==> config.mk <==
export PLATFORM = sky130hd
export DESIGN_NAME = swds_tan
export DESIGN_NICKNAME = d
export VERILOG_FILES = /design/src/hdl/steer_angle_wheel_duty_split_unit_defines.svh /design/src/hdl/swds_pkg.sv /design/src/hdl/swds_tan.sv
export SDC_FILE = /design/constraint.sdc
export NUM_CORES = 2
export LEC_CHECK = 0
export ABC_AREA = 1
export BUFFER_PORTS_ARGS = -buffer_cell sky130_fd_sc_hd__buf_2
export CORE_MARGIN = 10
export CORE_UTILIZATION = 60
export CTS_BUF_LIST = sky130_fd_sc_hd__clkbuf_4 sky130_fd_sc_hd__clkbuf_8
export DETAILED_ROUTE_END_ITERATION = 10
export PLACE_DENSITY = 0.86
export SLEW_MARGIN = 30
export SYNTH_ARGS = -nofsm -noshare
export SYNTH_HDL_FRONTEND = slang
export SYNTH_SLANG_ARGS = --single-unit
==> constraint.sdc <==
create_clock -name clk -period 5.9 [get_ports clk]
set_input_delay 0.885 -clock clk [delete_from_list [all_inputs] [get_ports clk]]
set_output_delay 0.885 -clock clk [all_outputs]
set_load 0.01 [all_outputs]
==> src/hdl/steer_angle_wheel_duty_split_unit_defines.svh <==
// assertion macros for the steering duty split unit
`ifndef STEER_ANGLE_WHEEL_DUTY_SPLIT_UNIT_DEFINES_SVH
`define STEER_ANGLE_WHEEL_DUTY_SPLIT_UNIT_DEFINES_SVH
`ifndef SYNTH
`define SWDS_ASSERT_IMP(label, ante, cons, msg) \
    label: assert property (@(posedge clk) disable iff (!rst_n) (ante) |-> (cons)) \
        else $error(msg);
`define SWDS_ASSERT_NXT(label, ante, cons, msg) \
    label: assert property (@(posedge clk) disable iff (!rst_n) (ante) |=> (cons)) \
        else $error(msg);
`else
`define SWDS_ASSERT_IMP(label, ante, cons, msg)
`define SWDS_ASSERT_NXT(label, ante, cons, msg)
`endif
`endif

==> src/hdl/swds_pkg.sv <==
// shared types and constants for the steering duty split unit
`timescale 1ns / 1ps
package swds_pkg;

    localparam int ADC_BITS_DEF  = 12;
    localparam int DUTY_BITS_DEF = 16;

    localparam int FS_MAX_W   = 12;
    localparam int MRAD_W     = 10;
    localparam int GAIN_W     = 16;
    localparam int DUTY_MAX_W = 16;
    localparam int ANG_W      = 15;
    localparam int POLY_W     = 16;
    localparam int RATIO_W    = 15;
    localparam int Q_FRAC     = 14;
    localparam int GAIN_FRAC  = 16;
    localparam int Q14_ONE    = 16384;
    localparam int MRAD_SCALE = 1000;

    localparam int TAN_C9 = 358;
    localparam int TAN_C7 = 884;
    localparam int TAN_C5 = 2185;
    localparam int TAN_C3 = 5461;

    localparam int FS_RST       = 4095;
    localparam int MRAD_RST     = 524;
    localparam int GAIN_RST     = 13653;
    localparam int DUTY_MAX_RST = 1000;

    localparam int APB_ADDR_W = 4;
    localparam int APB_DATA_W = 32;

    typedef enum logic [1:0] {
        REG_FULL_SCALE = 2'd0,
        REG_MAX_ANGLE  = 2'd1,
        REG_GAIN       = 2'd2,
        REG_DUTY_MAX   = 2'd3
    } reg_idx_t;

    typedef struct packed {
        logic [FS_MAX_W-1:0]   full_scale;
        logic [MRAD_W-1:0]     max_mrad;
        logic [GAIN_W-1:0]     gain;
        logic [DUTY_MAX_W-1:0] duty_max;
    } cfg_t;

    typedef struct packed {
        logic             valid;
        logic             pos;
        logic [ANG_W-1:0] mag;
    } ang_t;

    typedef struct packed {
        logic [DUTY_MAX_W-1:0] left;
        logic [DUTY_MAX_W-1:0] right;
        logic                  turn;
    } res_t;

endpackage

==> src/hdl/swds_tan.sv <==
// tan polynomial, inner wheel ratio and duty scaling pipeline
`timescale 1ns / 1ps
module swds_tan
    import swds_pkg::*;
#(
    parameter int DUTY_BITS = DUTY_BITS_DEF
)
(
    input  logic clk,
    input  logic rst_n,
    input  logic en,
    input  ang_t ang_in,
    input  cfg_t cfg,
    output logic res_valid,
    output res_t res
);

    localparam int NSTG = 8;

    function automatic logic [POLY_W-1:0] horner(input logic [POLY_W-1:0] x2,
                                                 input logic [POLY_W-1:0] p,
                                                 input logic [POLY_W-1:0] c);
        logic [2*POLY_W-1:0] m;
        m = {{POLY_W{1'b0}}, x2} * {{POLY_W{1'b0}}, p};
        return c + m[Q_FRAC+POLY_W-1:Q_FRAC];
    endfunction

    logic                v_reg [NSTG];

    logic [2*ANG_W-1:0]  sq;
    logic [2*POLY_W-1:0] tp;
    logic [2*POLY_W-1:0] kp;
    logic [POLY_W-1:0]   kt;
    logic [RATIO_W+DUTY_BITS-1:0] dp;
    logic [DUTY_BITS-1:0] duty;
    logic [DUTY_BITS-1:0] inner;

    logic [ANG_W-1:0]  x1_reg, x2_reg, x3_reg, x4_reg, x5_reg;
    logic [POLY_W-1:0] sq1_reg, sq2_reg, sq3_reg, sq4_reg;
    logic [POLY_W-1:0] p2_reg, p3_reg, p4_reg, p5_reg;
    logic [POLY_W-1:0] t6_reg;
    logic [RATIO_W-1:0] r7_reg;
    logic              pos_reg [NSTG-1];
    res_t              res_reg;

    assign sq    = {{ANG_W{1'b0}}, ang_in.mag} * {{ANG_W{1'b0}}, ang_in.mag};
    assign tp    = {{(2*POLY_W-ANG_W){1'b0}}, x5_reg} * {{POLY_W{1'b0}}, p5_reg};
    assign kp    = {{(2*POLY_W-GAIN_W){1'b0}}, cfg.gain} * {{POLY_W{1'b0}}, t6_reg};
    assign kt    = kp[GAIN_FRAC+POLY_W-1:GAIN_FRAC];
    assign duty  = cfg.duty_max[DUTY_BITS-1:0];
    assign dp    = (RATIO_W+DUTY_BITS)'(r7_reg) * (RATIO_W+DUTY_BITS)'(duty);
    assign inner = dp[Q_FRAC+DUTY_BITS-1:Q_FRAC];

    always_ff @(posedge clk or negedge rst_n)
    begin
        if (!rst_n)
        begin
            for (int i = 0; i < NSTG; i++)
            begin
                v_reg[i] <= 1'b0;
            end
        end
        else if (en)
        begin
            v_reg[0] <= ang_in.valid;
            for (int i = 1; i < NSTG; i++)
            begin
                v_reg[i] <= v_reg[i-1];
            end
        end
    end

    always_ff @(posedge clk)
    begin
        if (en)
        begin
            // angle that truncates to zero counts as straight ahead
            pos_reg[0] <= ang_in.pos & (ang_in.mag != '0);
            for (int i = 1; i < NSTG - 1; i++)
            begin
                pos_reg[i] <= pos_reg[i-1];
            end

            x1_reg  <= ang_in.mag;
            sq1_reg <= sq[Q_FRAC+POLY_W-1:Q_FRAC];

            x2_reg  <= x1_reg;
            sq2_reg <= sq1_reg;
            p2_reg  <= horner(sq1_reg, POLY_W'(TAN_C9), POLY_W'(TAN_C7));

            x3_reg  <= x2_reg;
            sq3_reg <= sq2_reg;
            p3_reg  <= horner(sq2_reg, p2_reg, POLY_W'(TAN_C5));

            x4_reg  <= x3_reg;
            sq4_reg <= sq3_reg;
            p4_reg  <= horner(sq3_reg, p3_reg, POLY_W'(TAN_C3));

            x5_reg  <= x4_reg;
            p5_reg  <= horner(sq4_reg, p4_reg, POLY_W'(Q14_ONE));

            t6_reg  <= tp[Q_FRAC+POLY_W-1:Q_FRAC];

            // inner ratio saturates at zero
            r7_reg  <= (kt >= POLY_W'(Q14_ONE)) ? '0 : RATIO_W'(POLY_W'(Q14_ONE) - kt);

            res_reg.turn  <= pos_reg[NSTG-2];
            res_reg.left  <= pos_reg[NSTG-2] ? DUTY_MAX_W'(duty) : DUTY_MAX_W'(inner);
            res_reg.right <= pos_reg[NSTG-2] ? DUTY_MAX_W'(inner) : DUTY_MAX_W'(duty);
        end
    end

    assign res_valid = v_reg[NSTG-1];
    assign res       = res_reg;

endmodule

==> results.yml <==
timing:
  min_period_ps: 7030
  slew_headroom_pct: 42.4
  skew_ps: 64.5
  fmax_mhz: 142
  setup_viol_count_final: 46
  hold_viol_final: 0
  rsz0062_at_grt: "true"
  worst_pin_slew_ps: 852
  period_share_pct: 119
  fin_ws_ps: -1130
  slew_violations: 0
  whs_ps: 395
clock_network:
  cts_tree: "done"
  clock_path_buffers: 3
  clock_latency_ps: 730
  cts_buffers: 47
  htreeDepth: 2
  cts-root-buf: "clkbuf_8"
  clkSinkCount: 278
  cts.reportedPaths.clkPinSlew_ps: 80
floorplan:
  coreArea_um2: 112000
  num_rows: 123
  die_x_um: 356
  die_h_um: 356
  dieArea_um2: 126000
  start_util_pct: 60.2
  io_pins: 108
place:
  dp_hpwl_um: 145000
  dp.cells: 10300
  dp_slack_ps: -589
  portBuffers: 85
  gp_congestion: 0.956
synthesis:
  ys_types: 55
  synth_flop_cell: "edfxtp_1"
  synth_nets: 10400
  synth.cell_area_um2: 67500
  synth_seq_cells: 278
  postSynth.asyncResetShare_pct: 2.88
  syn_inst: 8397
  synth_area_per_cell_um2: 8.04
  synth_warnings: 0
  ys_seq_area_share_pct: 12.3
  synth_edf_count: 270
worst_setup_path:
  r2r-end: "p3_reg[15]$_DFFE_PP_"
  ff2ff_setup_slack_ps: -1130
  crit_required_ps: 6380
  ff2ff_path_depth: 26
  rr_startpoint: "sq2_reg[11]$_DFFE_PP_"
  cp-end-kind: "flop"
  slowest_delay_ps: 760
  start_kind: "flop"
  critPathArrivalTime_ps: 7510
  cpMaxStageDelayCell: "fa_1"
  path_class: "reg2reg"
  worst_path_most_repeated_cell: "nand2_1"
  crit_fanout: 7
detailed_routing:
  post_drt_via_cell_ratio: 5.65
  antenna_left: 0
  wl_per_cell_um: 19.5
  dr.first_iter.drc_count: 5932
  routed_wl_um: 206000
  drc_errors: 0
  vias: 59900
  dr.pass1.iters: 8
min_path:
  hp-start: "ang_in[16]"
  holdPathEnd: "v_reg[7]$_DFFE_PN0P_"
  hold_path.class: "in2reg"
  min_path_cells: 3
cells_and_area:
  largest_register_ffs: 33
  instances_no_fill: 10600
  post-route-util_pct: 71.3
  layout-drive-gt1-share_pct: 18.9
  syn2layout_area_growth_pct: 18.5
  nets: 11100
global_route:
  grt_antenna_before_repair: 21
  grt_pass1_vias: 62600
  grt_pass1_wl_um: 304000
  grt.total_usage_pct: 29.4
  grt_max_degree: 140
  gr-total-overflow: 0
status:
  failed_checks: "negative setup slack"
  status: "complete, but fails checks"
job:
  maxCapViolCount: 0
routing by layer:
metal	routed length, um	GRT usage (%)	vias up
met5	63	0	-
met4	17600	16.7	4
met3	21000	4.85	1457
met2	99800	52.4	3829
met1	68000	33.3	28900
li1	-	-	25800
cell type report:
type / instances / area, um2
flip-flops and latches: 278 / 8310
inverters: 2374 / 8930
fillers: 7202 / 32200
multi-input cells: 5394 / 52100
clock inverters: 29 / 344
diodes: 21 / 52.6
clock buffers: 58 / 729
repair buffers: 953 / 7710
well taps: 1500 / 1880
critical path: cells and delay by family, from the launching register on:
kind	cells	cell delay [ps]
and+or+nand+nor	12	1890
adders and majority gates	7	3470
buffers and inverters	5	510
AOI/OAI and AO/OA	2	350
DFF	1	570
kinds of logic after synthesis:
family	Yosys count	synth area share [%]
XOR/XNOR	127	1.73
flip-flops	278	12.3
adder cells (fa/ha/maj)	1965	50.2
AO/OA/AOI/OAI	467	3.75
buffers and inverters	2726	15.2
AND/OR/NAND/NOR	2834	16.8
cells in the final DEF (no fill, tap or decap), drive strengths merged, types with 3 or more instances in the layout:
| master | instances |
|---|---|
| a21o | 13 |
| a21oi | 253 |
| a221oi | 3 |
| a31oi | 7 |
| and2 | 3 |
| buf | 951 |
| bufinv | 6 |
| clkbuf | 59 |
| clkinv | 15 |
| clkinvlp | 5 |
| dfrtp | 8 |
| diode | 21 |
| edfxtp | 270 |
| fa | 1245 |
| ha | 720 |
| inv | 2377 |
| nand2 | 2273 |
| nand3 | 187 |
| nand3b | 13 |
| nand4 | 47 |
| nor2 | 250 |
| nor3 | 36 |
| nor3b | 3 |
| nor4 | 10 |
| o211ai | 5 |
| o21a | 10 |
| o21ai | 145 |
| o21bai | 19 |
| o221ai | 4 |
| or2 | 11 |
| xnor2 | 43 |
| xor2 | 84 |
synthesized netlist by cell type (3+ instances only):
cell,count,area share [%]
nand2_1,2247,12
ha_1,720,13
xor2_2,3,0.072
clkbuf_1,349,1.9
inv_1,2359,13
inv_2,13,0.072
nand2_2,25,0.23
a21oi_1,252,1.9
nor2_2,9,0.083
nand3_2,6,0.089
a31oi_1,7,0.065
nor3_1,31,0.23
and2_1,3,0.028
or2_2,10,0.093
o21ai_0,137,1.0
dfrtp_1,8,0.30
o21ai_1,7,0.052
nor2_4,6,0.10
o211ai_1,5,0.056
fa_1,1245,37
nand4_1,46,0.43
a221oi_1,3,0.039
a21o_1,13,0.14
nor4_1,10,0.093
nand3_1,181,1.3
xor2_1,80,1.0
o221ai_1,4,0.052
nand3b_1,13,0.14
o21a_1,10,0.11
nor3_2,5,0.074
nor2_1,235,1.3
o21bai_1,18,0.20
edfxtp_1,270,12
xnor2_1,41,0.53
how the worst max path moves through the flow:
stage                                from                        to  slack (ps)  cells after the start
floorplan                         cfg[23]  r7_reg[10]$_SDFFCE_PP0P_        -150                     30
global placement                  cfg[24]  r7_reg[10]$_SDFFCE_PP0P_        -510                     27
detailed placement                cfg[24]  r7_reg[10]$_SDFFCE_PP0P_        -590                     27
finish              sq2_reg[11]$_DFFE_PP_      p3_reg[15]$_DFFE_PP_       -1130                     26
global route        sq2_reg[11]$_DFFE_PP_      p3_reg[15]$_DFFE_PP_       -1250                     26
CTS                   p3_reg[4]$_DFFE_PP_      p4_reg[15]$_DFFE_PP_        -170                     32
through the flow:
step | TNS (ps) | instance area [um2]
2_1_floorplan | -906 | 68400
3_3_place_gp | -19940 | 73900
3_5_place_dp | -27380 | 73900
4_1_cts | -1400 | 76900
5_1_grt | -31180 | 80000
6_report | -24800 | 80000
what timing repair did:
item | in CTS | in global routing
cloned | 3 | 0
hold buffers | 1 | 0
endpoints found under the setup margin | 45 | 97
hold endpoints to repair | 8 | 0
pin swaps | 124 | 300
buffers inserted | 96 | 127
resized for setup | 258 | 559
Power is not shown: default switching activity piles up to over one toggle a cycle in this logic, so the estimate is an artifact.
