File: src/hdl/steer_angle_wheel_duty_split_unit_defines.svh
// assertion macros for the steering duty split unit
`ifndef STEER_ANGLE_WHEEL_DUTY_SPLIT_UNIT_DEFINES_SVH
`define STEER_ANGLE_WHEEL_DUTY_SPLIT_UNIT_DEFINES_SVH
`ifndef SYNTH
`define SWDS_ASSERT_IMP(label, ante, cons, msg) \
    label: assert property (@(posedge clk) disable iff (!rst_n) (ante) |-> (cons)) \
        else $error(msg);
`define SWDS_ASSERT_NXT(label, ante, cons, msg) \
    label: assert property (@(posedge clk) disable iff (!rst_n) (ante) |=> (cons)) \
        else $error(msg);
`else
`define SWDS_ASSERT_IMP(label, ante, cons, msg)
`define SWDS_ASSERT_NXT(label, ante, cons, msg)
`endif
`endif

File: src/hdl/swds_pkg.sv
// shared types and constants for the steering duty split unit
`timescale 1ns / 1ps
package swds_pkg;

    localparam int ADC_BITS_DEF  = 12;
    localparam int DUTY_BITS_DEF = 16;

    localparam int FS_MAX_W   = 12;
    localparam int MRAD_W     = 10;
    localparam int GAIN_W     = 16;
    localparam int DUTY_MAX_W = 16;
    localparam int ANG_W      = 15;
    localparam int POLY_W     = 16;
    localparam int RATIO_W    = 15;
    localparam int Q_FRAC     = 14;
    localparam int GAIN_FRAC  = 16;
    localparam int Q14_ONE    = 16384;
    localparam int MRAD_SCALE = 1000;

    localparam int TAN_C9 = 358;
    localparam int TAN_C7 = 884;
    localparam int TAN_C5 = 2185;
    localparam int TAN_C3 = 5461;

    localparam int FS_RST       = 4095;
    localparam int MRAD_RST     = 524;
    localparam int GAIN_RST     = 13653;
    localparam int DUTY_MAX_RST = 1000;

    localparam int APB_ADDR_W = 4;
    localparam int APB_DATA_W = 32;

    typedef enum logic [1:0] {
        REG_FULL_SCALE = 2'd0,
        REG_MAX_ANGLE  = 2'd1,
        REG_GAIN       = 2'd2,
        REG_DUTY_MAX   = 2'd3
    } reg_idx_t;

    typedef struct packed {
        logic [FS_MAX_W-1:0]   full_scale;
        logic [MRAD_W-1:0]     max_mrad;
        logic [GAIN_W-1:0]     gain;
        logic [DUTY_MAX_W-1:0] duty_max;
    } cfg_t;

    typedef struct packed {
        logic             valid;
        logic             pos;
        logic [ANG_W-1:0] mag;
    } ang_t;

    typedef struct packed {
        logic [DUTY_MAX_W-1:0] left;
        logic [DUTY_MAX_W-1:0] right;
        logic                  turn;
    } res_t;

endpackage

File: src/hdl/swds_angle.sv
// sample clamp, angle scaling and pipelined restoring divider
`timescale 1ns / 1ps
module swds_angle
    import swds_pkg::*;
#(
    parameter int ADC_BITS = ADC_BITS_DEF
)
(
    input  logic                clk,
    input  logic                rst_n,
    input  logic                en,
    input  logic                in_valid,
    input  logic [ADC_BITS-1:0] in_sample,
    input  cfg_t                cfg,
    output ang_t                ang_out
);

    localparam int FS_W   = (ADC_BITS < FS_MAX_W) ? ADC_BITS : FS_MAX_W;
    localparam int PROD_W = FS_W + MRAD_W;
    localparam int NUM_W  = PROD_W + Q_FRAC;
    localparam int DIV_W  = FS_W + MRAD_W;

    logic [FS_W-1:0]  fs_eff;
    logic [FS_W-1:0]  fs_reg;
    logic [DIV_W-1:0] div_reg;

    logic             v1_reg, v2_reg, v3_reg;
    logic [FS_W-1:0]  s1_reg;
    logic [FS_W-1:0]  dist2_reg;
    logic             pos2_reg, pos3_reg;
    logic [PROD_W-1:0] prod3_reg;

    logic [FS_W:0]    two_s;
    logic [FS_W:0]    fs_x;
    logic             gt;
    logic [FS_W:0]    diff;

    logic [NUM_W-1:0] rem_in  [ANG_W];
    logic [ANG_W-1:0] q_in    [ANG_W];
    logic             pos_in  [ANG_W];
    logic             v_in    [ANG_W];
    logic [NUM_W-1:0] rem_reg [ANG_W-1];
    logic [ANG_W-1:0] q_reg   [ANG_W];
    logic             pos_reg [ANG_W];
    logic             v_reg   [ANG_W];

    // zero full scale acts as one
    assign fs_eff = (cfg.full_scale[FS_W-1:0] == '0) ? FS_W'(1) : cfg.full_scale[FS_W-1:0];

    always_ff @(posedge clk)
    begin
        fs_reg  <= fs_eff;
        div_reg <= DIV_W'(fs_eff) * DIV_W'(MRAD_SCALE);
    end

    always_ff @(posedge clk or negedge rst_n)
    begin
        if (!rst_n)
        begin
            v1_reg <= 1'b0;
            v2_reg <= 1'b0;
            v3_reg <= 1'b0;
        end
        else if (en)
        begin
            v1_reg <= in_valid;
            v2_reg <= v1_reg;
            v3_reg <= v2_reg;
        end
    end

    assign two_s = {s1_reg, 1'b0};
    assign fs_x  = {1'b0, fs_reg};
    assign gt    = two_s > fs_x;
    assign diff  = gt ? (two_s - fs_x) : (fs_x - two_s);

    always_ff @(posedge clk)
    begin
        if (en)
        begin
            s1_reg    <= (in_sample > ADC_BITS'(fs_eff)) ? fs_eff : in_sample[FS_W-1:0];
            dist2_reg <= diff[FS_W-1:0];
            pos2_reg  <= gt;
            prod3_reg <= PROD_W'(dist2_reg) * PROD_W'(cfg.max_mrad);
            pos3_reg  <= pos2_reg;
        end
    end

    // one quotient bit per stage, msb first
    genvar j;
    generate
        for (j = 0; j < ANG_W; j++)
        begin : g_div
            localparam int SH = ANG_W - 1 - j;
            logic [NUM_W-1:0] dsh;
            logic             ge;

            if (j == 0)
            begin : g_first
                assign rem_in[j] = {prod3_reg, Q_FRAC'(0)};
                assign q_in[j]   = '0;
                assign pos_in[j] = pos3_reg;
                assign v_in[j]   = v3_reg;
            end
            else
            begin : g_next
                assign rem_in[j] = rem_reg[j-1];
                assign q_in[j]   = q_reg[j-1];
                assign pos_in[j] = pos_reg[j-1];
                assign v_in[j]   = v_reg[j-1];
            end

            assign dsh = NUM_W'(div_reg) << SH;
            assign ge  = rem_in[j] >= dsh;

            always_ff @(posedge clk or negedge rst_n)
            begin
                if (!rst_n)
                begin
                    v_reg[j] <= 1'b0;
                end
                else if (en)
                begin
                    v_reg[j] <= v_in[j];
                end
            end

            always_ff @(posedge clk)
            begin
                if (en)
                begin
                    q_reg[j]   <= {q_in[j][ANG_W-2:0], ge};
                    pos_reg[j] <= pos_in[j];
                end
            end

            if (j < ANG_W - 1)
            begin : g_rem
                always_ff @(posedge clk)
                begin
                    if (en)
                    begin
                        rem_reg[j] <= ge ? (rem_in[j] - dsh) : rem_in[j];
                    end
                end
            end
        end
    endgenerate

    assign ang_out.valid = v_reg[ANG_W-1];
    assign ang_out.pos   = pos_reg[ANG_W-1];
    assign ang_out.mag   = q_reg[ANG_W-1];

endmodule

File: config.mk
export PLATFORM = sky130hd
export DESIGN_NAME = swds_angle
export DESIGN_NICKNAME = d
export VERILOG_FILES = /design/src/hdl/steer_angle_wheel_duty_split_unit_defines.svh /design/src/hdl/swds_pkg.sv /design/src/hdl/swds_angle.sv
export SDC_FILE = /design/constraint.sdc
export NUM_CORES = 2
export LEC_CHECK = 0
export BUFFER_PORTS_ARGS = -buffer_cell sky130_fd_sc_hd__buf_4
export CORE_MARGIN = 2
export CORE_UTILIZATION = 51
export CTS_BUF_LIST = sky130_fd_sc_hd__clkbuf_8
export DETAILED_ROUTE_END_ITERATION = 7
export GPL_TIMING_DRIVEN = 0
export MAX_ROUTING_LAYER = met4
export PLACE_DENSITY = 0.67
export SYNTH_ARGS = -nofsm -noshare
export SYNTH_HDL_FRONTEND = slang
export SYNTH_SLANG_ARGS = --single-unit
File: constraint.sdc
create_clock -name clk -period 15.6 [get_ports clk]
set_input_delay 3.12 -clock clk [delete_from_list [all_inputs] [get_ports clk]]
set_output_delay 3.12 -clock clk [all_outputs]
set_load 0.1 [all_outputs]
==> run summary <==
### Outcome
• complete, but fails checks — status
• capacitance limit, slew limit — failing checks

### Routing
• 18.67 um — routed len/inst
• 2100 — number of DRC markers in iteration 0
• 0 — Final ANT Viol Nets
• 6 — 1st-pass router iterations
• 103700 um — routed wire length
• 5.720 — Via-to-Cell Ratio
• 0 — Remaining DRCs
• 31.76k — total vias in the final route

### Clock tree
• 760 ps — source-to-sink clock delay at the later pin of the worst-skew pair
• sky130_fd_sc_hd__clkbuf_8 — library cell used as clock root buffer
• 105 — number of clock buffers inserted by TritonCTS
• 0 — post-CTS setup buffer count
• 0 — number of gates given a new drive strength after cts
• built — CTS tree
• 3 — clock buffer depth
• 593 — Sink Count
• 3 — H-tree lvl count
• 0 — number of hold-repair buffers added at the cts stage
• 60 ps — clock-pin slew reported for the worst setup and hold paths after clock tree synthesis

### Worst setup path
• flip-flop — Worst Setup End Kind
• input pin to flip-flop — type of the worst setup path
• 16110 ps — required arrival time at the worst endpoint
• dist2_reg[5] — origin of the critical flop-to-flop path
• 8750 ps — signal arrival time at the worst endpoint
• input pin — critical path launch point type
• 10 — maximum fanout encountered on the critical timing path
• cfg[35] — launch point of the critical path

### STA
• 8244 ps — time the worst path needs with I/O delays and setup
• 121.3 MHz — achievable frequency
• -0.01433 — Slew Limit Headroom
• 0 — setup-violating endpoint count in the final report
• 0 — final number of hold-violating endpoints
• 0 ps — Post-Route Setup TNS
• 0.5284 — post-route fraction of the period consumed by the critical path
• 1520 ps — slew at the pin with the worst max-slew slack
• 16 — max-slew violations
• no — setup repair after global routing missed its margin
• 49.42 ps — worst clock skew

### Synth
• 43200 um2 — netlist area before placement
• sky130_fd_sc_hd__edfxtp_1 — flip-flop cell with the highest count after synthesis
• 0.4034 — register area share after synthesis
• 10.37 um2 — average cell area after synthesis
• sky130_fd_sc_hd__edfxtp_1 — cell with the most instances after synthesis
• 4792 — Mapped Nets
• 0 — Yosys warnings
• 0.3796 — area share of the largest cell type after synthesis
• 4167 — cells after synthesis
• sky130_fd_sc_hd__edfxtp_1 — cell type with the highest aggregate area in the netlist
• 0.03035 — share of synthesized registers carrying an async set or reset
• sky130_fd_sc_hd__edfxtp_1 (38%), sky130_fd_sc_hd__ha_1 (12%), sky130_fd_sc_hd__fa_1 (6.0%) — dominant cells by area after synthesis
• 110 — Netlist cell types
• sky130_fd_sc_hd__edfxtp_1 (546), sky130_fd_sc_hd__ha_1 (425), sky130_fd_sc_hd__a21oi_1 (328), sky130_fd_sc_hd__nor2_1 (327), sky130_fd_sc_hd__nand2_1 (321) — most common library cells after synthesis
• 546 — number of synthesized flops with an enable pin
• 593 — post-synthesis register bit count

### Finish
• 9.232% — growth of design area from synthesis to finish
• 7450 — Filler cells
• 363 — number of flip-flops in the largest register
• 47180 um2 — final non-filler cell area
• 4958 — count of nets after finishing
• 0.08782 — proportion of layout cells with a drive suffix above 1

### Min path
• q_reg[1][15] — hold_sp
• flip-flop to flip-flop — class of the worst hold path

### Global route
• 123 — maximum number of pins on one net before global-route repair
• 164700 um — first-pass GRT wire length
• 0 — overflow left after global routing
• 0.2477 — total routing resource utilization after global routing
• 2 — initial antenna violation count
• 30.69k — number of global-route vias before repair

### Floorplanning
• 83820 um2 — Core Area
• 106 — FP Rows
• 295.0 um — Chip Height
• 87 — ports placed on the boundary
• 295.0 um — die span in x
• 87040 um2 — area enclosed by the die boundary
• 0.5153 — starting utilization of the core area

### Run
• 1 — max-cap check violation count

### Place
• 45140 um2 — instance area after placement
• 0.8952 — RePlAce Congestion
• 74100 um — post-DP HPWL
• 54 — Port Buffers

## critical path: stages
cell and delay [ps]:
sky130_fd_sc_hd__buf_4 90, sky130_fd_sc_hd__clkbuf_1 430, sky130_fd_sc_hd__nand2_1 160, sky130_fd_sc_hd__fa_1 560
sky130_fd_sc_hd__inv_1 50, sky130_fd_sc_hd__fa_1 490, sky130_fd_sc_hd__inv_1 50, sky130_fd_sc_hd__fa_1 480
sky130_fd_sc_hd__inv_1 70, sky130_fd_sc_hd__fa_1 530, sky130_fd_sc_hd__inv_1 50, sky130_fd_sc_hd__fa_1 530
sky130_fd_sc_hd__inv_1 40, sky130_fd_sc_hd__ha_1 320, sky130_fd_sc_hd__o21ai_0 100, sky130_fd_sc_hd__nand2b_1 100
sky130_fd_sc_hd__a41oi_1 250, sky130_fd_sc_hd__o211ai_1 370, sky130_fd_sc_hd__nand2_1 80, sky130_fd_sc_hd__o21ai_0 410
sky130_fd_sc_hd__a21oi_1 150, sky130_fd_sc_hd__xnor2_1 300
## worst paths after layout
path,to,slack [ps],depth (start not counted)
setup / recovery,prod3_reg[21],7360,22
hold / removal,q_reg[1][31],390,0
setup reg to reg,prod3_reg[21],9540,21
hold reg to reg,q_reg[1][31],390,0
max in group asynchronous,v_in[5],13160,1
min in group asynchronous,v1_reg,2250,1
## metrics by stage
| step | instances | setup WS, ps | hold WS, ps | util |
|---|---|---|---|---|
| 3_3_place_gp | 5355 | 6166 | 401.0 | 0.5371 |
| 2_1_floorplan | 4167 | 7592 | 400.3 | - |
| 3_5_place_dp | 5359 | 6623 | 404.5 | 0.5385 |
| 6_report | 5553 | 7356 | 390.6 | 0.5629 |
| 5_1_grt | 5553 | 7029 | 402.7 | 0.5629 |
| 4_1_cts | 5551 | 7385 | 377.2 | 0.5626 |
## logic make-up after synthesis
group	synth area share
AND/OR/NAND/NOR	0.1352
buffers and inverters	0.03572
flip-flops	0.4034
adder cells (fa/ha/maj)	0.1834
XOR/XNOR	0.06651
AO/OA/AOI/OAI	0.1504
multiplexers	0.02537
## layout by cell type, fill, tap and decap left out, types with 18 or more instances in the layout
cell,netlist,routed
sky130_fd_sc_hd__edfxtp_1,546,546
sky130_fd_sc_hd__ha_1,425,425
sky130_fd_sc_hd__a21oi_1,328,328
sky130_fd_sc_hd__inv_1,299,327
sky130_fd_sc_hd__nor2_1,327,327
sky130_fd_sc_hd__nand2_1,321,321
sky130_fd_sc_hd__o21ai_0,217,217
sky130_fd_sc_hd__xnor2_1,189,189
sky130_fd_sc_hd__a21o_1,141,141
sky130_fd_sc_hd__xor2_1,139,139
sky130_fd_sc_hd__fa_1,130,130
sky130_fd_sc_hd__clkbuf_8,0,109
sky130_fd_sc_hd__nor3_1,82,82
sky130_fd_sc_hd__nand3_1,75,75
sky130_fd_sc_hd__and2_1,72,72
sky130_fd_sc_hd__mux2_2,71,71
sky130_fd_sc_hd__clkbuf_1,58,58
sky130_fd_sc_hd__buf_4,2,55
sky130_fd_sc_hd__o21a_1,54,54
sky130_fd_sc_hd__nor2b_1,54,54
sky130_fd_sc_hd__nand2b_1,49,49
sky130_fd_sc_hd__nand4_1,39,39
sky130_fd_sc_hd__nor4_1,36,36
sky130_fd_sc_hd__or3_1,32,32
sky130_fd_sc_hd__a31oi_1,30,30
sky130_fd_sc_hd__a211oi_1,28,28
sky130_fd_sc_hd__dfxtp_1,29,27
sky130_fd_sc_hd__o211ai_1,24,24
sky130_fd_sc_hd__o21bai_1,24,24
sky130_fd_sc_hd__buf_2,23,23
sky130_fd_sc_hd__clkinv_1,1,22
sky130_fd_sc_hd__o31ai_1,20,20
sky130_fd_sc_hd__and3_1,18,18
sky130_fd_sc_hd__dfrtp_1,18,18
## area by class of cell
type                            count  area [um2]  share of cell area
Multi-Input combinational cell   3179       24230              0.5134
Sequential cell                   593       17430              0.3694
Clock buffer                      109        1500             0.03180
Tap cell                         1134        1419             0.03007
Inverter                          303        1139             0.02413
Timing Repair Buffer               59       543.0             0.01151
Clock inverter                     83       520.5             0.01103
Buffer                             92       404.1            0.008565
Antenna cell                        1       2.502          0.00005304
## metal layers
layer	part of all wire	vias to the layer above	GRT usage
met4	0.032	0	0.08196
met1	0.46	15146	0.3352
met5	0	-	-
met3	0.060	197	0.03218
met2	0.45	917	0.3870
li1	-	15501	-
Power is left out: the tool's default activity adds up to more than one toggle a clock period on the data nets, which glitch-free logic cannot reach.
