<file path="src/hdl/steer_angle_wheel_duty_split_unit_defines.svh">
// assertion macros for the steering duty split unit
`ifndef STEER_ANGLE_WHEEL_DUTY_SPLIT_UNIT_DEFINES_SVH
`define STEER_ANGLE_WHEEL_DUTY_SPLIT_UNIT_DEFINES_SVH
`ifndef SYNTH
`define SWDS_ASSERT_IMP(label, ante, cons, msg) \
    label: assert property (@(posedge clk) disable iff (!rst_n) (ante) |-> (cons)) \
        else $error(msg);
`define SWDS_ASSERT_NXT(label, ante, cons, msg) \
    label: assert property (@(posedge clk) disable iff (!rst_n) (ante) |=> (cons)) \
        else $error(msg);
`else
`define SWDS_ASSERT_IMP(label, ante, cons, msg)
`define SWDS_ASSERT_NXT(label, ante, cons, msg)
`endif
`endif

</file>
<file path="src/hdl/swds_pkg.sv">
// shared types and constants for the steering duty split unit
`timescale 1ns / 1ps
package swds_pkg;

    localparam int ADC_BITS_DEF  = 12;
    localparam int DUTY_BITS_DEF = 16;

    localparam int FS_MAX_W   = 12;
    localparam int MRAD_W     = 10;
    localparam int GAIN_W     = 16;
    localparam int DUTY_MAX_W = 16;
    localparam int ANG_W      = 15;
    localparam int POLY_W     = 16;
    localparam int RATIO_W    = 15;
    localparam int Q_FRAC     = 14;
    localparam int GAIN_FRAC  = 16;
    localparam int Q14_ONE    = 16384;
    localparam int MRAD_SCALE = 1000;

    localparam int TAN_C9 = 358;
    localparam int TAN_C7 = 884;
    localparam int TAN_C5 = 2185;
    localparam int TAN_C3 = 5461;

    localparam int FS_RST       = 4095;
    localparam int MRAD_RST     = 524;
    localparam int GAIN_RST     = 13653;
    localparam int DUTY_MAX_RST = 1000;

    localparam int APB_ADDR_W = 4;
    localparam int APB_DATA_W = 32;

    typedef enum logic [1:0] {
        REG_FULL_SCALE = 2'd0,
        REG_MAX_ANGLE  = 2'd1,
        REG_GAIN       = 2'd2,
        REG_DUTY_MAX   = 2'd3
    } reg_idx_t;

    typedef struct packed {
        logic [FS_MAX_W-1:0]   full_scale;
        logic [MRAD_W-1:0]     max_mrad;
        logic [GAIN_W-1:0]     gain;
        logic [DUTY_MAX_W-1:0] duty_max;
    } cfg_t;

    typedef struct packed {
        logic             valid;
        logic             pos;
        logic [ANG_W-1:0] mag;
    } ang_t;

    typedef struct packed {
        logic [DUTY_MAX_W-1:0] left;
        logic [DUTY_MAX_W-1:0] right;
        logic                  turn;
    } res_t;

endpackage

</file>
<file path="src/hdl/swds_cfg.sv">
// apb register file for the steering duty split unit
`timescale 1ns / 1ps
module swds_cfg
    import swds_pkg::*;
#(
    parameter int ADC_BITS  = ADC_BITS_DEF,
    parameter int DUTY_BITS = DUTY_BITS_DEF
)
(
    input  logic                  clk,
    input  logic                  rst_n,
    input  logic                  psel,
    input  logic                  penable,
    input  logic                  pwrite,
    input  logic [APB_ADDR_W-1:0] paddr,
    input  logic [APB_DATA_W-1:0] pwdata,
    output logic [APB_DATA_W-1:0] prdata,
    output cfg_t                  cfg
);

    localparam int FS_W = (ADC_BITS < FS_MAX_W) ? ADC_BITS : FS_MAX_W;

    logic [FS_W-1:0]      fs_reg,   fs_next;
    logic [MRAD_W-1:0]    mrad_reg, mrad_next;
    logic [GAIN_W-1:0]    gain_reg, gain_next;
    logic [DUTY_BITS-1:0] duty_reg, duty_next;
    logic                 wr;
    reg_idx_t             idx;

    assign wr  = psel & penable & pwrite;
    assign idx = reg_idx_t'(paddr[3:2]);

    always_comb
    begin
        fs_next   = fs_reg;
        mrad_next = mrad_reg;
        gain_next = gain_reg;
        duty_next = duty_reg;
        if (wr)
        begin
            case (idx)
                REG_FULL_SCALE: fs_next   = pwdata[FS_W-1:0];
                REG_MAX_ANGLE:  mrad_next = pwdata[MRAD_W-1:0];
                REG_GAIN:       gain_next = pwdata[GAIN_W-1:0];
                REG_DUTY_MAX:   duty_next = pwdata[DUTY_BITS-1:0];
                default:        fs_next   = fs_reg;
            endcase
        end
    end

    always_ff @(posedge clk or negedge rst_n)
    begin
        if (!rst_n)
        begin
            fs_reg   <= FS_W'(FS_RST);
            mrad_reg <= MRAD_W'(MRAD_RST);
            gain_reg <= GAIN_W'(GAIN_RST);
            duty_reg <= DUTY_BITS'(DUTY_MAX_RST);
        end
        else
        begin
            fs_reg   <= fs_next;
            mrad_reg <= mrad_next;
            gain_reg <= gain_next;
            duty_reg <= duty_next;
        end
    end

    always_comb
    begin
        case (idx)
            REG_FULL_SCALE: prdata = APB_DATA_W'(fs_reg);
            REG_MAX_ANGLE:  prdata = APB_DATA_W'(mrad_reg);
            REG_GAIN:       prdata = APB_DATA_W'(gain_reg);
            REG_DUTY_MAX:   prdata = APB_DATA_W'(duty_reg);
            default:        prdata = '0;
        endcase
    end

    assign cfg.full_scale = FS_MAX_W'(fs_reg);
    assign cfg.max_mrad   = mrad_reg;
    assign cfg.gain       = gain_reg;
    assign cfg.duty_max   = DUTY_MAX_W'(duty_reg);

endmodule

</file>
<file path="config.mk">
export PLATFORM = sky130hd
export DESIGN_NAME = swds_cfg
export DESIGN_NICKNAME = d
export VERILOG_FILES = /design/src/hdl/steer_angle_wheel_duty_split_unit_defines.svh /design/src/hdl/swds_pkg.sv /design/src/hdl/swds_cfg.sv
export SDC_FILE = /design/constraint.sdc
export NUM_CORES = 1
export LEC_CHECK = 0
export BUFFER_PORTS_ARGS = -buffer_cell sky130_fd_sc_hd__buf_2
export CAP_MARGIN = 25
export CELL_PAD_IN_SITES_DETAIL_PLACEMENT = 0
export CELL_PAD_IN_SITES_GLOBAL_PLACEMENT = 1
export CORE_MARGIN = 10
export CORE_UTILIZATION = 36
export DETAILED_ROUTE_END_ITERATION = 10
export PLACE_DENSITY = 0.84
export SLEW_MARGIN = 20
export SYNTH_ARGS = -nofsm -noshare
export SYNTH_HDL_FRONTEND = slang
export SYNTH_SLANG_ARGS = --single-unit
</file>
<file path="constraint.sdc">
create_clock -name clk -period 1.48 [get_ports clk]
set_input_delay 0.222 -clock clk [delete_from_list [all_inputs] [get_ports clk]]
set_output_delay 0.222 -clock clk [all_outputs]
set_load 0.01 [all_outputs]
</file>
==> impl_metrics.json, run 1 <==
{
  "diodes": 0,
  "startpoint_type": "flop",
  "layout.cells.non_filler": 386,
  "worstSetupPathType": "reg -> out",
  "globalRouteTotalUtil_pct": 12.24,
  "grt_antenna_before_repair": 0,
  "die_h_um": 106,
  "max_freq_mhz": 643.4,
  "dieArea_um2": 11240,
  "fin_nets": 327,
  "critPathMaxStageDelay_ns": 0.49,
  "final_cell_mix": "buf_2 (84), mux2_2 (44), dfstp_2 (29), buf_4 (28), dfrtp_1 (25)",
  "grt_start_max_net_pins": 55,
  "ys_types": 20,
  "path_clk_slew_ns": 0.10,
  "synth-async-reset-ratio_pct": 100.0,
  "drc": 0,
  "p_clk_share_pct": 19.7,
  "power.total_mw": 4.937,
  "crit_required_ns": 1.26,
  "drv_slew": 0,
  "cts_tree": "built",
  "final.setup.tns_ns": -0.5437,
  "end_kind": "output port",
  "ant_nets": 0,
  "rsz0062_at_grt": "true",
  "setup-violations-final": 12,
  "dr.first_iter.drc_count": 23,
  "grt-ovfl-total": 0,
  "layout_min_cycle_time_ns": 1.554,
  "violations": "setup timing",
  "status": "finished, violations left",
  "synthFlopType": "dfstp_2",
  "final_common_cell": "buf_2",
  "syn-cell-area_um2": 2663,
  "crit_fanout": 3,
  "num_vias": 1759,
  "syn_inst": 162,
  "p_per_area_nw_per_um2": 1378,
  "path_cells": "mux4_2 -> buf_6",
  "dp.cells": 355,
  "die_w_um": 106,
  "ys_seq_area_share_pct": 52.11,
  "ys_ff_latch": 54,
  "cap_violations": 0,
  "post_dp_cell_area_um2": 3256,
  "hold_viol": 0,
  "core_um2": 7214,
  "finalWorstSetupSlack_ns": -0.07435,
  "avgSynthCellArea_um2": 16.44,
  "p_int_mw": 3.481,
  "dp_hpwl_mm": 4.994,
  "h-tree-depth": 2,
  "synth_edf_count": 0,
  "gp_congestion": 0.6730,
  "numClockSinks": 54,
  "ios": 127,
  "seqPwrFrac_pct": 44.3,
  "clk_path_buf_depth": 2,
  "period_share_pct": 105.0,
  "finalInstanceArea_um2": 3582,
  "grt_pass1_vias": 2087,
  "preCtsSetupSlack_ns": 0.03727,
  "areaGrowthSynthToFinish_pct": 34.54,
  "wirelength_mm": 6.943,
  "layout-drive-gt1-share_pct": 80.84,
  "root_buffer": "clkbuf_8",
  "power_frac_comb_pct": 36.0,
  "fin_skew_ns": 0,
  "clk-insertion-delay-late_ns": 0.30,
  "hold_class": "in -> reg",
  "switching_power_mw": 1.456,
  "yosysWarnings": 0,
  "fp-row-count": 31,
  "crit_arrival_ns": 1.33,
  "switching_share_pct": 29.49,
  "via_per_inst": 4.557,
  "routed_wire_length_per_instance_um": 17.99,
  "cts_buffers": 5,
  "grt_pass1_wl_mm": 11.06,
  "crit_path_top_delay_cell": "mux4_2",
  "initial_core_util_pct": 36.91,
  "io_buffers": 92,
  "first_pass_iters": 4,
  "vdd_drop_max_mv": 0.4585,
  "leakagePower_nw": 1.730
}
[final cells by class]
cell class | instances | area (um^2)
Multi-Input combinational cell | 98 | 1111
Sequential cell | 54 | 1388
Tap cell | 99 | 123.9
Clock inverter | 3 | 40.04
Timing Repair Buffer | 127 | 850.8
Fill cell | 662 | 3632
Clock buffer | 5 | 68.82
[worst max-delay path, delay by kind of cell (launching register included)]
family | cells | cell delay, ns
buffers and inverters | 1 | 0.14
multiplexers | 1 | 0.49
flip-flops | 1 | 0.40
[timing repair]
| action | CTS | global route |
|---|---|---|
| setup buffers | 19 | 3 |
| endpoints found under the hold margin | 25 | 0 |
| hold buffers | 1 | 0 |
| gates resized for setup | 9 | 5 |
| setup endpoints to repair | 12 | 12 |
| pin swaps | 1 | 0 |
[metrics by stage]
step                hold slack [ns]  util (%)
CTS                          0.1467     48.91
finish                       0.1549     49.65
detailed placement           0.2380     45.13
global placement             0.2370     45.13
global route                 0.1515     49.65
floorplan                  -0.07359         -
[cells by family after synthesis]
logic type / count (synthesis) / share of synthesized area, %
muxes: 70 / 35.62
DFF: 54 / 52.11
buffers and inverters: 25 / 7.989
and+or+nand+nor: 10 / 3.477
AOI/OAI and AO/OA: 2 / 0.6580
other: 1 / 0.1408
[power groups by stage]
| stage | combinational (mW) | sequential [mW] | clock [mW] |
|---|---|---|---|
| floorplan | 0.674 | 2.37 | 0 |
| global placement | 1.46 | 2.21 | 0 |
| detailed placement | 1.48 | 2.23 | 0 |
| CTS | 1.74 | 2.18 | 1.01 |
| global route | 1.93 | 2.24 | 1.07 |
| finish | 1.78 | 2.19 | 0.973 |
[layer usage]
layer / GRT usage, % / vias to the layer above / share of wire, %
met5: 0 / - / 0
met4: 2.321 / 0 / 0.62
met3: 5.012 / 5 / 7.7
met2: 21.78 / 61 / 51
met1: 13.47 / 888 / 40
li1: - / 805 / -
[Yosys cell counts (2+ instances only)]
cell	count	area, um^2
dfrtp_1	25	625.6
mux2_2	46	518.0
a22o_1	2	17.52
mux4_1	4	105.1
mux2i_1	4	40.04
buf_6	4	45.04
nor2b_1	4	25.02
mux4_2	6	135.1
mux2_4	10	150.1
dfstp_2	29	762.0
buf_4	19	142.6
[path summary, 6_finish.rpt]
path | from | end | slack (ns) | cells past startpoint
min in group asynchronous | rst_n | gain_reg[5] | 0.45 | 3
max reg2reg | gain_reg[5] | gain_reg[5] | 0.46 | 3
min reg2reg | mrad_reg[4] | mrad_reg[4] | 0.54 | 1
max in group asynchronous | rst_n | fs_reg[3] | 0.75 | 3
min | pwdata[13] | gain_reg[13] | 0.15 | 2
max | duty_reg[1] | prdata[1] | -0.07 | 2
No activity file was read; power rests on OpenSTA's default activity.
==> run 2, diff against run 1 <==
- CTS_CLUSTER_DIAMETER: not set -> 30
- TNS_END_PERCENT: not set -> 20
==> run 2 against run 1 <==
Net effect: the run still ends with setup timing left; die area unchanged; critical path depth unchanged; combinational power decreased by 6%; largest cell class unchanged; sequential power about the same; fmax decreased by 0.20%.
==> impl_metrics.json, run 2 (same netlist as run 1, synthesis figures left out) <==
{
  "diodes": 0,
  "clk_path_buf_depth": 2,
  "p_per_area_nw_per_um2": 1380,
  "ant_nets": 0,
  "post_dp_cell_area_um2": 3256,
  "hold_class": "in -> reg",
  "die_h_um": 106,
  "cap_violations": 0,
  "clk-insertion-delay-late_ns": 0.30,
  "critPathMaxStageDelay_ns": 0.49,
  "crit_fanout": 3,
  "max_freq_mhz": 642.0,
  "globalRouteTotalUtil_pct": 12.01,
  "first_pass_iters": 4,
  "violations": "setup timing",
  "wirelength_mm": 6.804,
  "grt_pass1_vias": 2036,
  "numClockSinks": 54,
  "period_share_pct": 105.2,
  "fp-row-count": 31,
  "final.setup.tns_ns": -0.5574,
  "preCtsSetupSlack_ns": 0.03727,
  "dp.cells": 355,
  "fin_skew_ns": 0,
  "final_cell_mix": "buf_2 (84), mux2_2 (45), dfstp_2 (29), dfrtp_1 (25), buf_4 (18)",
  "multi_input_area_um2": 1107,
  "worstSetupPathType": "reg -> out",
  "fin_nets": 317,
  "areaGrowthSynthToFinish_pct": 31.58,
  "final_common_cell": "buf_2",
  "dp_hpwl_mm": 4.994,
  "crit_arrival_ns": 1.34,
  "h-tree-depth": 2,
  "gp_congestion": 0.6730,
  "layout-drive-gt1-share_pct": 80.14,
  "path_cells": "mux4_2 -> buf_6",
  "grt-ovfl-total": 0,
  "rrSetupSlack_ns": 0.59,
  "rsz0062_at_grt": "true",
  "layout_min_cycle_time_ns": 1.558,
  "finalInstanceArea_um2": 3503,
  "via_per_inst": 4.598,
  "drv_slew": 0,
  "grt_antenna_before_repair": 0,
  "crit_path_top_delay_cell": "mux4_2",
  "root_buffer": "clkbuf_8",
  "seq_area_um2": 1388,
  "layout.cells.non_filler": 376,
  "initial_core_util_pct": 36.91,
  "crit_required_ns": 1.26,
  "io_buffers": 92,
  "cts_buffers": 5,
  "grt_start_max_net_pins": 55,
  "grt_pass1_wl_mm": 10.87,
  "fill_cells": 666,
  "startpoint_type": "flop",
  "vdd_drop_max_mv": 0.4563,
  "ios": 127,
  "hold_viol": 0,
  "setup-violations-final": 12,
  "path_clk_slew_ns": 0.10,
  "dr.first_iter.drc_count": 17,
  "dieArea_um2": 11240,
  "end_kind": "output port",
  "cts_tree": "built",
  "leakagePower_nw": 1.677,
  "power.total_mw": 4.834,
  "die_w_um": 106,
  "core_um2": 7214,
  "status": "finished, violations left",
  "drc": 0,
  "num_vias": 1729,
  "finalWorstSetupSlack_ns": -0.07753,
  "routed_wire_length_per_instance_um": 18.10
}
run 2: worst paths after layout:
path	start	endpoint	depth (start not counted)
setup / recovery	duty_reg[1]	prdata[1]	2
hold / removal	pwdata[13]	gain_reg[13]	2
setup reg to reg	gain_reg[11]	gain_reg[11]	2
hold reg to reg	mrad_reg[4]	mrad_reg[4]	1
max in group asynchronous	rst_n	fs_reg[3]	3
min in group asynchronous	rst_n	gain_reg[9]	3
run 2: final cells by class:
| cell class | count | area share [%] |
|---|---|---|
| multi-input combinational | 98 | 31.61 |
| sequential | 54 | 39.61 |
| clock buffer | 5 | 1.964 |
| tap | 99 | 3.536 |
| clock inverter | 3 | 1.143 |
| timing repair buffer | 117 | 22.14 |
run 2: metal layers:
metal / track usage (%) / share of wire (%)
met5: 0 / 0
met4: 2.321 / 0.46
met3: 5.012 / 7.6
met2: 21.11 / 51
met1: 13.37 / 41
run 2: critical path, delay by kind of cell, from the launching register on:
| family | cells | cell delay (ns) |
|---|---|---|
| multiplexers | 1 | 0.49 |
| flip-flops | 1 | 0.41 |
| buffers and inverters | 1 | 0.14 |
run 2: metrics by stage:
step	utilization, %	hold slack [ns]
3_5_place_dp	45.13	0.2380
3_3_place_gp	45.13	0.2370
2_1_floorplan	-	-0.07359
4_1_cts	48.02	0.1467
5_1_grt	48.56	0.1527
6_report	48.56	0.1575
run 2: repair_timing:
item                       4_1_cts  5_1_grt
gates resized for setup          8        5
hold endpoints to repair        25        0
setup buffers                   11        1
setup endpoints to repair       12       12
pin swaps                        0        1
hold buffers                     1        0
run 2: power breakdown:
group          switching [mW]  leakage [nW]  internal, mW
sequential              0.239         0.611          1.96
combinational           0.720          1.01         0.948
clock                   0.472        0.0579         0.499
total                    1.43          1.68          3.40
==> run 3, diff against run 2 <==
- CORE_UTILIZATION: 36 -> 30
- PLACE_DENSITY: 0.84 -> 0.73
- SLEW_MARGIN: 20 -> 40
==> run 3 against run 2 <==
Net effect: the flow still finishes with violations (setup timing); total power hardly changed; wire length is 1.2% higher; fmax grew 0.36%; setup slack improved by 0.0056 ns; die area increased by 16%; non-clock buffer count shrank 1; worst hold slack gained 0.0028 ns; first-iteration DRC count increased by 65%; largest cell class unchanged; largest power group unchanged.
==> impl_metrics.json, run 3 (same netlist as run 1, synthesis figures left out) <==
{
  "routed_wire_length_per_instance_um": 17.92,
  "num_vias": 1749,
  "layout-drive-gt1-share_pct": 80.07,
  "path_clk_slew_ns": 0.10,
  "crit_fanout": 2,
  "holdCritStartpoint": "pwdata[14]",
  "routed.top_layer": "met4",
  "globalRouteTotalUtil_pct": 10.30,
  "path_cells": "mux4_2 -> buf_6",
  "worstSetupPathType": "reg -> out",
  "setup-violations-final": 12,
  "ios": 127,
  "status": "finished, violations left",
  "fp-row-count": 34,
  "hold_viol": 0,
  "rsz0062_at_grt": "true",
  "clk_path_buf_depth": 2,
  "p_per_area_nw_per_um2": 1387,
  "grt-ovfl-total": 0,
  "final.setup.tns_ns": -0.5864,
  "period_share_pct": 104.9,
  "grt_antenna_before_repair": 0,
  "grt_pass1_wl_mm": 10.83,
  "fin_skew_ns": 0,
  "drc": 0,
  "dr_wl_met3_um": 602,
  "dr.first_iter.drc_count": 28,
  "io_buffers": 92,
  "startpoint_type": "flop",
  "rr_startpoint": "gain_reg[9]",
  "final_cell_mix": "buf_2 (86), mux2_2 (45), dfstp_2 (29), dfrtp_1 (25), buf_4 (18)",
  "wl_met1_mm": 2.757,
  "violations": "setup timing",
  "dieArea_um2": 13040,
  "first_pass_iters": 3,
  "crit_arrival_ns": 1.33,
  "ant_nets": 0,
  "max_freq_mhz": 644.4,
  "cp_top_family": "multiplexers",
  "fill_cells": 877,
  "cp_num_buf_inv": 1,
  "grt_start_max_net_pins": 55,
  "drv_slew": 0,
  "wirelength_mm": 6.883,
  "final_common_cell": "buf_2",
  "cts_tree": "built",
  "crit_path_top_delay_cell": "mux4_2",
  "h-tree-depth": 2,
  "root_buffer": "clkbuf_8",
  "gp_congestion": 0.6881,
  "finalWorstSetupSlack_ns": -0.07188,
  "via_per_inst": 4.555,
  "preCtsSetupSlack_ns": -0.0006637,
  "grt_pass1_vias": 1987,
  "fin_nets": 316,
  "power.total_mw": 4.834,
  "numClockSinks": 54,
  "dp_hpwl_mm": 5.109,
  "vdd_drop_max_mv": 0.6276,
  "critPathMaxStageDelay_ns": 0.48,
  "end_kind": "output port",
  "crit_required_ns": 1.26,
  "layout_min_cycle_time_ns": 1.552,
  "cp-startpoint": "gain_reg[9]",
  "hold_class": "in -> reg",
  "leakagePower_nw": 1.663,
  "cap_violations": 0,
  "wl_met2_mm": 3.497,
  "die_h_um": 114.2,
  "diodes": 0,
  "cts_buffers": 5,
  "initial_core_util_pct": 30.68,
  "clk-insertion-delay-late_ns": 0.30,
  "die_w_um": 114.2,
  "core_um2": 8678,
  "areaGrowthSynthToFinish_pct": 30.92
}
-- run 3: power by group --
part           switching (mW)  internal, mW
combinational           0.707         0.927
clock                   0.490         0.508
sequential              0.246          1.96
-- run 3: timing repair --
action,CTS,global route
endpoints found under the setup margin,12,12
hold endpoints to repair,25,0
hold buffers,1,0
resized for setup,6,5
pin swaps,1,0
setup buffers,10,1
-- run 3: worst reg2reg max path, delay by kind of cell, from the launching register on --
family,cells,cell delay [ns]
buffers and inverters,1,0.15
flip-flops,1,0.42
multiplexers,1,0.26
-- run 3: area by class of cell --
| type | count | area, um^2 | area share (%) |
|---|---|---|---|
| multi-input combinational | 98 | 1107 | 31.77 |
| tap | 108 | 135.1 | 3.877 |
| clock buffer | 5 | 68.82 | 1.974 |
| sequential | 54 | 1388 | 39.81 |
| clock inverter | 3 | 43.79 | 1.256 |
| timing repair buffer | 116 | 743.2 | 21.32 |
-- run 3: final timing paths --
path                                endpoint  slack (ns)  cells after the start
worst max-delay path               prdata[9]       -0.07                      2
worst min-delay path            gain_reg[14]        0.16                      2
max in group asynchronous        gain_reg[8]        0.73                      3
worst min register to register  duty_reg[13]        0.54                      1
min in group asynchronous        duty_reg[2]        0.43                      3
worst max register to register   gain_reg[9]        0.56                      2
-- run 3: metrics by stage --
| stage | utilization (%) | area, um^2 | hold WS [ns] | cells |
|---|---|---|---|---|
| finish | 40.17 | 3486 | 0.1603 | 384 |
| global route | 40.17 | 3486 | 0.1615 | 384 |
| CTS | 39.72 | 3447 | 0.1455 | 383 |
| detailed placement | 37.50 | 3254 | 0.2391 | 364 |
| global placement | 37.50 | 3254 | 0.2411 | 364 |
| floorplan | - | 2719 | -0.07359 | 177 |
-- run 3: routing by layer --
layer,track usage (%),up-vias
li1,-,781
met1,11.59,910
met2,18.11,56
met3,4.140,2
met4,1.754,0
met5,0,-
